File: config.mk
export PLATFORM = sky130hd
export DESIGN_NAME = crc32w_skid
export DESIGN_NICKNAME = d
export VERILOG_FILES = /design/src/hw/rtl/crc32w_pkg.sv /design/src/hw/rtl/crc32w_skid.sv
export VERILOG_INCLUDE_DIRS = /design/src /design/src/hw/rtl
export SDC_FILE = /design/constraint.sdc
export NUM_CORES = 1
export LEC_CHECK = 0
export ABC_AREA = 1
export BUFFER_PORTS_ARGS = -buffer_cell sky130_fd_sc_hd__buf_4
export CELL_PAD_IN_SITES_DETAIL_PLACEMENT = 1
export CELL_PAD_IN_SITES_GLOBAL_PLACEMENT = 1
export CORE_ASPECT_RATIO = 1.4
export CORE_MARGIN = 2
export CORE_UTILIZATION = 44
export CTS_BUF_LIST = sky130_fd_sc_hd__clkbuf_4 sky130_fd_sc_hd__clkbuf_8 sky130_fd_sc_hd__clkbuf_16
export DETAILED_ROUTE_END_ITERATION = 7
export PLACE_DENSITY = 0.9
export SLEW_MARGIN = 40
export SYNTH_ARGS = -nofsm -noshare
export SYNTH_HDL_FRONTEND = slang
export SYNTH_SLANG_ARGS = --single-unit
File: constraint.sdc
create_clock -name clk -period 3.85 [get_ports clk]
set_input_delay 0.9625 -clock clk [delete_from_list [all_inputs] [get_ports clk]]
set_output_delay 0.9625 -clock clk [all_outputs]
set_load 0.02 [all_outputs]
File: src/hw/rtl/crc32_wide_stream_engine_unit_defines.svh
// Assertion macros for the CRC-32 wide stream engine RTL, included by crc32w_skid.
// Each macro expects signals named clk and arst_n in the including module.
`ifndef CRC32_WIDE_STREAM_ENGINE_UNIT_DEFINES_SVH
`define CRC32_WIDE_STREAM_ENGINE_UNIT_DEFINES_SVH

// Check a consequence in the same cycle as its cause.
`define CRC32W_ASSERT_NOW(label, ante, cons, msg) \
	label: assert property (@(posedge clk) disable iff (!arst_n) (ante) |-> (cons)) \
		else $error(msg);

// Check a consequence in the cycle after its cause.
`define CRC32W_ASSERT_NEXT(label, ante, cons, msg) \
	label: assert property (@(posedge clk) disable iff (!arst_n) (ante) |=> (cons)) \
		else $error(msg);

`endif

File: src/hw/rtl/crc32w_pkg.sv
// Types, constants and GF(2) advance tables for the CRC-32 wide stream engine.
// No dependencies; imported by every module of the block.
`timescale 1ns / 1ps

package crc32w_pkg;

	localparam int MAX_BYTES = 16;
	localparam int CRC_W     = 32;
	localparam int COUNT_W   = 5;
	localparam int CFG_IDX_W = 2;
	localparam int S_TDATA_W = 136;

	typedef logic [CRC_W-1:0]   crc_t;
	typedef logic [COUNT_W-1:0] count_t;

	localparam crc_t CRC_POLY = 32'hEDB88320;

	// Configuration register indexes
	localparam logic [CFG_IDX_W-1:0] REG_SEED   = 2'd0;
	localparam logic [CFG_IDX_W-1:0] REG_INVERT = 2'd1;

	// Control that travels with the merged lane sum
	typedef struct packed {
		count_t count;
		logic   first;
		logic   last;
	} s1_ctrl_t;

	// One result item
	typedef struct packed {
		crc_t crc_value;
		logic final_flag;
	} out_item_t;

	// Column i of entry m: the register after folding m zero bytes into 1 << i
	typedef logic [MAX_BYTES:0][CRC_W-1:0][CRC_W-1:0] adv_tbl_t;

	// Fold one zero byte, least significant bit first
	function automatic crc_t step_zero_byte(input crc_t c);
		crc_t v;
		v = c;
		for (int b = 0; b < 8; b++) begin
			v = (v >> 1) ^ (v[0] ? CRC_POLY : '0);
		end
		return v;
	endfunction

	function automatic adv_tbl_t build_adv();
		adv_tbl_t t;
		crc_t     v;
		for (int i = 0; i < CRC_W; i++) begin
			v = crc_t'(1) << i;
			for (int m = 0; m <= MAX_BYTES; m++) begin
				t[m][i] = v;
				v = step_zero_byte(v);
			end
		end
		return t;
	endfunction

	localparam adv_tbl_t ADV_TABLE = build_adv();

	// Advance a register value by a number of zero bytes (linear map)
	function automatic crc_t apply_adv(input count_t steps, input crc_t c);
		crc_t acc;
		acc = '0;
		for (int i = 0; i < CRC_W; i++) begin
			if (c[i]) begin
				acc = acc ^ ADV_TABLE[steps][i];
			end
		end
		return acc;
	endfunction

endpackage

File: src/hw/rtl/crc32w_skid.sv
// Output register with a skid entry, so the upstream ready comes from a flop.
// Depends on crc32w_pkg and the assertion macro header.
`timescale 1ns / 1ps
`include "crc32_wide_stream_engine_unit_defines.svh"

module crc32w_skid
	import crc32w_pkg::*;
(
	input  logic      clk,
	input  logic      arst_n,
	input  logic      push,
	input  out_item_t in_item,
	output logic      in_ready,
	output logic      out_valid,
	output out_item_t out_item,
	input  logic      out_ready
);

	logic      out_v_q;
	logic      skid_v_q;
	out_item_t main_q;
	out_item_t skid_q;
	logic      pop;

	assign pop       = out_v_q && out_ready;
	assign in_ready  = !skid_v_q;
	assign out_valid = out_v_q;
	assign out_item  = main_q;

	// Valid flags
	always_ff @(posedge clk or negedge arst_n) begin
		if (!arst_n) begin
			out_v_q  <= 1'b0;
			skid_v_q <= 1'b0;
		end else if (skid_v_q) begin
			if (pop) begin
				skid_v_q <= 1'b0;
			end
		end else if (push) begin
			out_v_q <= 1'b1;
			if (out_v_q && !pop) begin
				skid_v_q <= 1'b1;
			end
		end else if (pop) begin
			out_v_q <= 1'b0;
		end
	end

	// Payload: advance from skid, take a new item, or park it in the skid entry
	always_ff @(posedge clk) begin
		if (skid_v_q) begin
			if (pop) begin
				main_q <= skid_q;
			end
		end else if (push) begin
			if (!out_v_q || pop) begin
				main_q <= in_item;
			end else begin
				skid_q <= in_item;
			end
		end
	end

	`CRC32W_ASSERT_NOW(a_skid_needs_main, skid_v_q, out_v_q, "skid item held without main item")
	`CRC32W_ASSERT_NEXT(a_stall_fills_skid, push && out_v_q && !out_ready, skid_v_q, "stalled item lost")
	`CRC32W_ASSERT_NEXT(a_skid_drains, pop && skid_v_q, out_v_q && !skid_v_q, "skid item not moved up")

endmodule

==> run metrics, run 1 <==
syn nets=227; Routed WL=5520 um; max-slew violations=0; clk_lat worst skew=0.35 ns; Top delay family on crit path=flip-flops; Logic pwr share=0.221; arrival time at the worst endpoint=1.85 ns; Worst Path Required=2.89 ns; startpoint class of the critical path=flop; setup TNS=0 ns; worst hold-check path type=input port to async pin; Final Cycle Share=0.730; Iter 0 DRT Violations=101; most numerous cell on the critical path=buf_4; CTS Sinks=68; WL per Instance=16.2 um; post_cts resized=0; via count of the first global-routing pass=1,753; Root Driver=clkbuf_8; critical setup path kind=flop to primary output; clock-pin slew on the worst setup and hold paths=0.06 ns; Distinct cells, synth=11; Final Util=0.582; first-pass GRT wire length=8510 um; CTS H-tree lvls=3; Clk pwr share=0.253; r2r setup slk=1.45 ns; Fmax=0.356 GHz; CP Buf/Inv Count=3; total core area=0.00574 mm^2; maximum vdd drop=381 uV; TritonCTS Buffers=9; final hold violations=0; net total in the final layout=305; # fillers=602; Die ar.=0.00649 mm^2; #FFs+latches synth=68; n_diodes=0; Worst Path Max Fanout=36; cts-stage hold buffer count=0; Lkg Pwr=1.44 nW; NetSw=0.000546 W; RSZ-0062 raised after global routing=false; Internal=0.00131 W; critical path, cell by cell=buf_4 -> inv_8 -> buf_4; min cycle time layout=2.81 ns; Post-CTS Setup Inserts=0; switching share of power=0.294; sequential area share after synthesis=0.788; area delta synth->final=29.6%; Via density=4.79; Flop pwr share=0.526; total gr overflow=0; slowest CP cell=dfrtp_1; Total GRT Usage=0.194; Critical Path Max Stage Delay=0.79 ns; hpwl dp=3910 um; worst slew pin tran=0.702 ns; Die H=94.6 um; PD cells=556 mW/mm^2; status=finished, final reports clean; maxcap violations=0; CTS tree=built; clk buf depth=2; # DRC=0; # rows=33; slew margin rel.=0.532; placer congestion estimate=0.759; First-pass DRT Iterations=4; Gate Count Post-Synth=190; via count=1,632; Synth Warn #=0; largest net degree at the start of global routing=37; I/O Pins=72; Initial Util=0.449; syn_area_per_cell=13.6 um^2; synthesized cell area=0.00258 mm^2; Critical Path End Type=primary output; initial antenna violation count=0; layout cells sized above 1=0.362; Final Setup Violations=0; die width=68.7 um; Final Skew=0.00343 ns; Antenna Violating Nets Remaining=0; IO Port Bufs=71
==> cell families after synthesis <==
group                  synth area share
AO/OA/AOI/OAI                   0.00194
buffers and inverters            0.0413
AND/OR/NAND/NOR                   0.168
flip-flops                        0.788
==> sequential cells by signal (all words and copies together), names as in the netlist <==
| signal | count |
|---|---|
| skid_q | 33 |
| skid_v_q | 1 |
| out_item | 33 |
| out_valid | 1 |
==> cell usage after synthesis <==
cell type,count,area (um^2)
nand2_1,95,357
edfxtp_1,66,1980
nand2_2,10,62.6
buf_6,4,45.0
inv_1,4,15.0
nor2_1,4,15.0
buf_4,2,15.0
dfrtp_1,2,50.1
buf_12,1,20.0
inv_8,1,11.3
o21ai_0,1,5.00
==> final timing paths <==
check                      startpoint      endpoint  cells after the start
hold / removal                 arst_n      skid_v_q                      1
min in group clk           skid_q[22]  out_item[22]                      2
setup reg to reg             skid_v_q  out_item[12]                      6
max in group asynchronous      arst_n     out_valid                      1
hold reg to reg            skid_q[22]  out_item[22]                      2
setup / recovery             skid_v_q      in_ready                      3
==> cells in the final DEF (no fill, tap or decap), drive strengths merged <==
cell type  synthesis  final
inv                5      5
clkinv             0      5
edfxtp            66     66
buf                7     74
nand2            105    105
dfrtp              2      2
o21ai              1      1
clkbuf             0      9
nor2               4      4
==> power by group through the flow <==
stage	clock network (W)	registers, W	logic (W)
6_report	0.000470	0.000978	0.000410
5_1_grt	0.000508	0.000986	0.000449
4_1_cts	0.000481	0.000979	0.000411
3_5_place_dp	0	0.000993	0.000410
3_3_place_gp	0	0.000992	0.000380
2_1_floorplan	0	0.00106	0.000166
==> metal layers <==
metal / track usage / vias to the layer above / share of wire
met5: 0 / - / 0
met3: 0.0775 / 18 / 0.047
li1: - / 786 / -
met2: 0.304 / 46 / 0.55
met4: 0.103 / 0 / 0.036
met1: 0.223 / 782 / 0.36
==> per-stage QoR <==
stage / power [W] / cell area (um^2) / hold slack [ns] / setup WS (ns) / cells
finish: 0.00186 / 3340 / 0.383 / 1.04 / 341
global route: 0.00194 / 3340 / 0.370 / 0.911 / 341
floorplan: 0.00123 / 2580 / 0.490 / 0.882 / 190
CTS: 0.00187 / 3310 / 0.367 / 1.02 / 340
global placement: 0.00137 / 3140 / 0.500 / 1.36 / 325
detailed placement: 0.00140 / 3170 / 0.506 / 1.25 / 326
==> layout make-up <==
class / count / area [um^2] / share of cell area
sequential: 68 / 2030 / 0.608
timing repair buffer: 74 / 596 / 0.178
multi-input combinational: 110 / 454 / 0.136
clock buffer: 9 / 124 / 0.0371
tap: 70 / 87.6 / 0.0262
inverter: 5 / 26.3 / 0.00787
clock inverter: 5 / 21.3 / 0.00637
No activity file was read; power rests on OpenSTA's default activity.
==> run 2: changes to the inputs <==
--- a/config.mk
+++ b/config.mk
@@ -6,16 +6,16 @@
 export SDC_FILE = /design/constraint.sdc
 export NUM_CORES = 1
 export LEC_CHECK = 0
-export ABC_AREA = 1
+export ABC_AREA = 0
 export BUFFER_PORTS_ARGS = -buffer_cell sky130_fd_sc_hd__buf_4
 export CELL_PAD_IN_SITES_DETAIL_PLACEMENT = 1
 export CELL_PAD_IN_SITES_GLOBAL_PLACEMENT = 1
 export CORE_ASPECT_RATIO = 1.4
 export CORE_MARGIN = 2
-export CORE_UTILIZATION = 44
+export CORE_UTILIZATION = 43
 export CTS_BUF_LIST = sky130_fd_sc_hd__clkbuf_4 sky130_fd_sc_hd__clkbuf_8 sky130_fd_sc_hd__clkbuf_16
 export DETAILED_ROUTE_END_ITERATION = 7
-export PLACE_DENSITY = 0.9
+export PLACE_DENSITY = 0.85
 export SLEW_MARGIN = 40
 export SYNTH_ARGS = -nofsm -noshare
 export SYNTH_HDL_FRONTEND = slang
==> constraint.sdc (replaced) <==
create_clock -name clk -period 2.8 [get_ports clk]
set_input_delay 0.7 -clock clk [delete_from_list [all_inputs] [get_ports clk]]
set_output_delay 0.7 -clock clk [all_outputs]
set_load 0.02 [all_outputs]
==> run 2 against run 1 <==
Against the previous run:
- critical endpoint unchanged
- critical path type unchanged
- highest routed layer unchanged
- synthesized cell count down 40%
- largest power group unchanged
- sequential share of layout area down 0.054 points
- sequential power up 66%
==> run metrics, run 2 <==
status=finished, final reports clean; placer congestion estimate=0.676 (-11%); Final Util=0.601 (+0.0191); TritonCTS Buffers=9 (unchanged); Worst Path Max Fanout=22 (-39%); via count=1,330 (-19%); largest net degree at the start of global routing=23 (-38%); commonest cells in the synthesized netlist=66 x edfxtp_1, 28 x mux2_2, 5 x mux2_4; main combinational cell family by area after synthesis=multiplexers; n_diodes=0 (unchanged); Post-CTS Setup Inserts=0 (unchanged); Post-synth EDFFs=66 (unchanged); Internal=0.00251 W (+92%); syn_area_per_cell=22.0 um^2 (+63%); slowest CP cell=dfrtp_2; Async S/R FF share, synth=0.0294 (unchanged); Worst Path Required=2.10 ns (-0.79 ns); Synth Area in Simple Gates=0.0129 (-0.156); multiplexer share of the synthesized area=0.155 (+0.155); area delta synth->final=33.1%; Cells after DPL=253 (-22%); startpoint class of the critical path=flop; #FFs+latches synth=68 (unchanged); total core area=0.00557 mm^2 (-3.0%); Distinct cells, synth=14 (+3); post-synthesis adder-cell area fraction=0 (unchanged); Routed WL=5140 um (-6.9%); Compound-Gate Fraction of Synth Area=0.00896 (+0.00702); # DRC=0 (unchanged); Synth Warn #=0 (unchanged); maxcap violations=0 (unchanged); Fmax=0.518 GHz; CTS Sinks=68 (unchanged); slew margin rel.=0.700 (+0.168); # fillers=509 (-15%); register area=0.00203 mm^2 (about the same); NetSw=0.00108 W (+97%); Root Driver=clkbuf_8; CTS tree=built; IO Port Bufs=71 (unchanged); I/O Pins=72 (unchanged); Final Skew=0.00519 ns (+0.00176 ns); Die ar.=0.00648 mm^2 (-0.19%); Iter 0 DRT Violations=37 (-63%); switching share of power=0.300 (+0.00614); synthesized cell area=0.00251 mm^2 (-2.5%); setup TNS=0 ns (unchanged); Final Cycle Share=0.689; most frequent cell after synthesis=edfxtp_1; clk_lat worst skew=0.33 ns (-0.02 ns); hpwl dp=3830 um (-2.0%); final hold violations=0 (unchanged); Clk pwr share=0.240 (-0.013); sequential area share after synthesis=0.808 (+0.0200); first-pass GRT wire length=7970 um (-6.4%); PD cells=1070 mW/mm^2 (+93%); arrival time at the worst endpoint=1.23 ns (-0.62 ns); Gate Count Post-Synth=114 (-40%); Logic pwr share=0.309 (+0.088); via count of the first global-routing pass=1,453 (-17%); min cycle time layout=1.93 ns; xor/xnor cell area share of the yosys netlist=0 (unchanged); worst slew pin tran=0.449 ns (-0.252 ns); Yosys top cell area share=0.788 (+0.0195); Top FF cell, synth=edfxtp_1; worst hold-check path type=input port to async pin; Antenna Violating Nets Remaining=0 (unchanged); Flop pwr share=0.451 (-0.075); layout cells sized above 1=0.627 (+0.265); First-pass DRT Iterations=4 (unchanged); max-slew violations=0 (unchanged); Total GRT Usage=0.180 (-0.0132); clk buf depth=2 (unchanged); Die H=94.5 um (-0.10%); Critical Path End Type=primary output; # rows=32 (-3.0%); commonest non-fill, non-tap cell in the layout=buf_4; WL per Instance=19.1 um (+18%); syn nets=151 (-33%); critical setup path kind=flop to primary output; clock-pin slew on the worst setup and hold paths=0.07 ns (about the same); Synth area leaders=edfxtp_1 79%, mux2_2 13%, mux2_4 3.0%; Top delay family on crit path=flip-flops; Initial Util=0.452 (+0.00257); total gr overflow=0 (unchanged); net total in the final layout=233 (-24%); Final Setup Violations=0 (unchanged); cts-stage hold buffer count=0 (unchanged); most area-hungry cell type in the Yosys netlist=edfxtp_1; fin cells=269 (-21%); Via density=4.94 (+3.3%); area occupied by multi-input gates=445 um^2 (-1.9%); critical path, cell by cell=inv_2 -> buf_4; Critical Path Max Stage Delay=0.65 ns (-0.14 ns); die width=68.6 um (about the same); CTS H-tree lvls=3 (unchanged); post_cts resized=0 (unchanged); CP Buf/Inv Count=2 (-1); maximum vdd drop=629 uV (+65%); initial antenna violation count=0 (unchanged); RSZ-0062 raised after global routing=false; commonest non-fill, non-tap cells in the layout=75 x buf_4, 66 x edfxtp_1, 28 x mux2_2, 9 x clkbuf_8, 5 x mux2_4; Lkg Pwr=1.28 nW (-11%)
-- run 2: cell count changes after synthesis, moves of 4 or more --
cell | previous run | this run
nand2_1 | 95 | 0
mux2_2 | 0 | 28
nand2_2 | 10 | 0
mux2_4 | 0 | 5
inv_1 | 4 | 0
-- run 2: cell type report --
type                       count  area share
sequential                    68       0.608
timing repair buffer          75       0.168
multi-input combinational     41       0.133
clock buffer                  11      0.0415
tap                           68      0.0254
clock inverter                 5      0.0228
inverter                       1     0.00112
-- run 2: logic make-up after synthesis --
kind of cell	Yosys count
mux	33
compound gates	3
flops	68
buf+inv	5
simple gates	5
-- run 2: power by group through the flow --
stage	combinational, W	clock [W]	sequential, W
after global routing	0.00118	0.000920	0.00165
after CTS	0.00114	0.000880	0.00163
after global placement	0.00107	0	0.00163
after floorplan	0.000463	0	0.00183
after detailed placement	0.00113	0	0.00164
final	0.00111	0.000863	0.00162
-- run 2: final timing paths --
check	from	endpoint	slack, ns	depth (start not counted)
max	skid_v_q	in_ready	0.87	2
min in group clk	in_item[19]	skid_q[19]	0.55	1
max reg2reg	skid_v_q	skid_q[21]	0.89	2
max in group asynchronous	arst_n	skid_v_q	2.57	1
min reg2reg	skid_q[4]	out_item[4]	0.55	1
min	arst_n	skid_v_q	0.13	1
-- run 2: metrics by stage --
step	hold WS [ns]	power [W]	setup slack, ns	cell area, um^2
6_report	0.135	0.00359	0.870	3350
5_1_grt	0.114	0.00376	0.762	3350
4_1_cts	0.122	0.00364	0.843	3350
3_5_place_dp	0.485	0.00278	0.677	3130
3_3_place_gp	0.482	0.00270	0.765	3130
2_1_floorplan	0.404	0.00229	0.756	2510
-- run 2: metal layers --
layer / vias up / global-route usage / part of all wire
met4: 0 / 0.0700 / 0.017
met1: 658 / 0.205 / 0.35
met5: - / 0 / 0
met3: 8 / 0.0644 / 0.064
li1: 614 / - / -
met2: 50 / 0.304 / 0.56
-- run 2: worst register-to-register path: cells and delay by family, from the launching register on --
kind          cells  cell delay (ns)
buf+inv           1             0.35
flops             1             0.58
simple gates      1             0.67
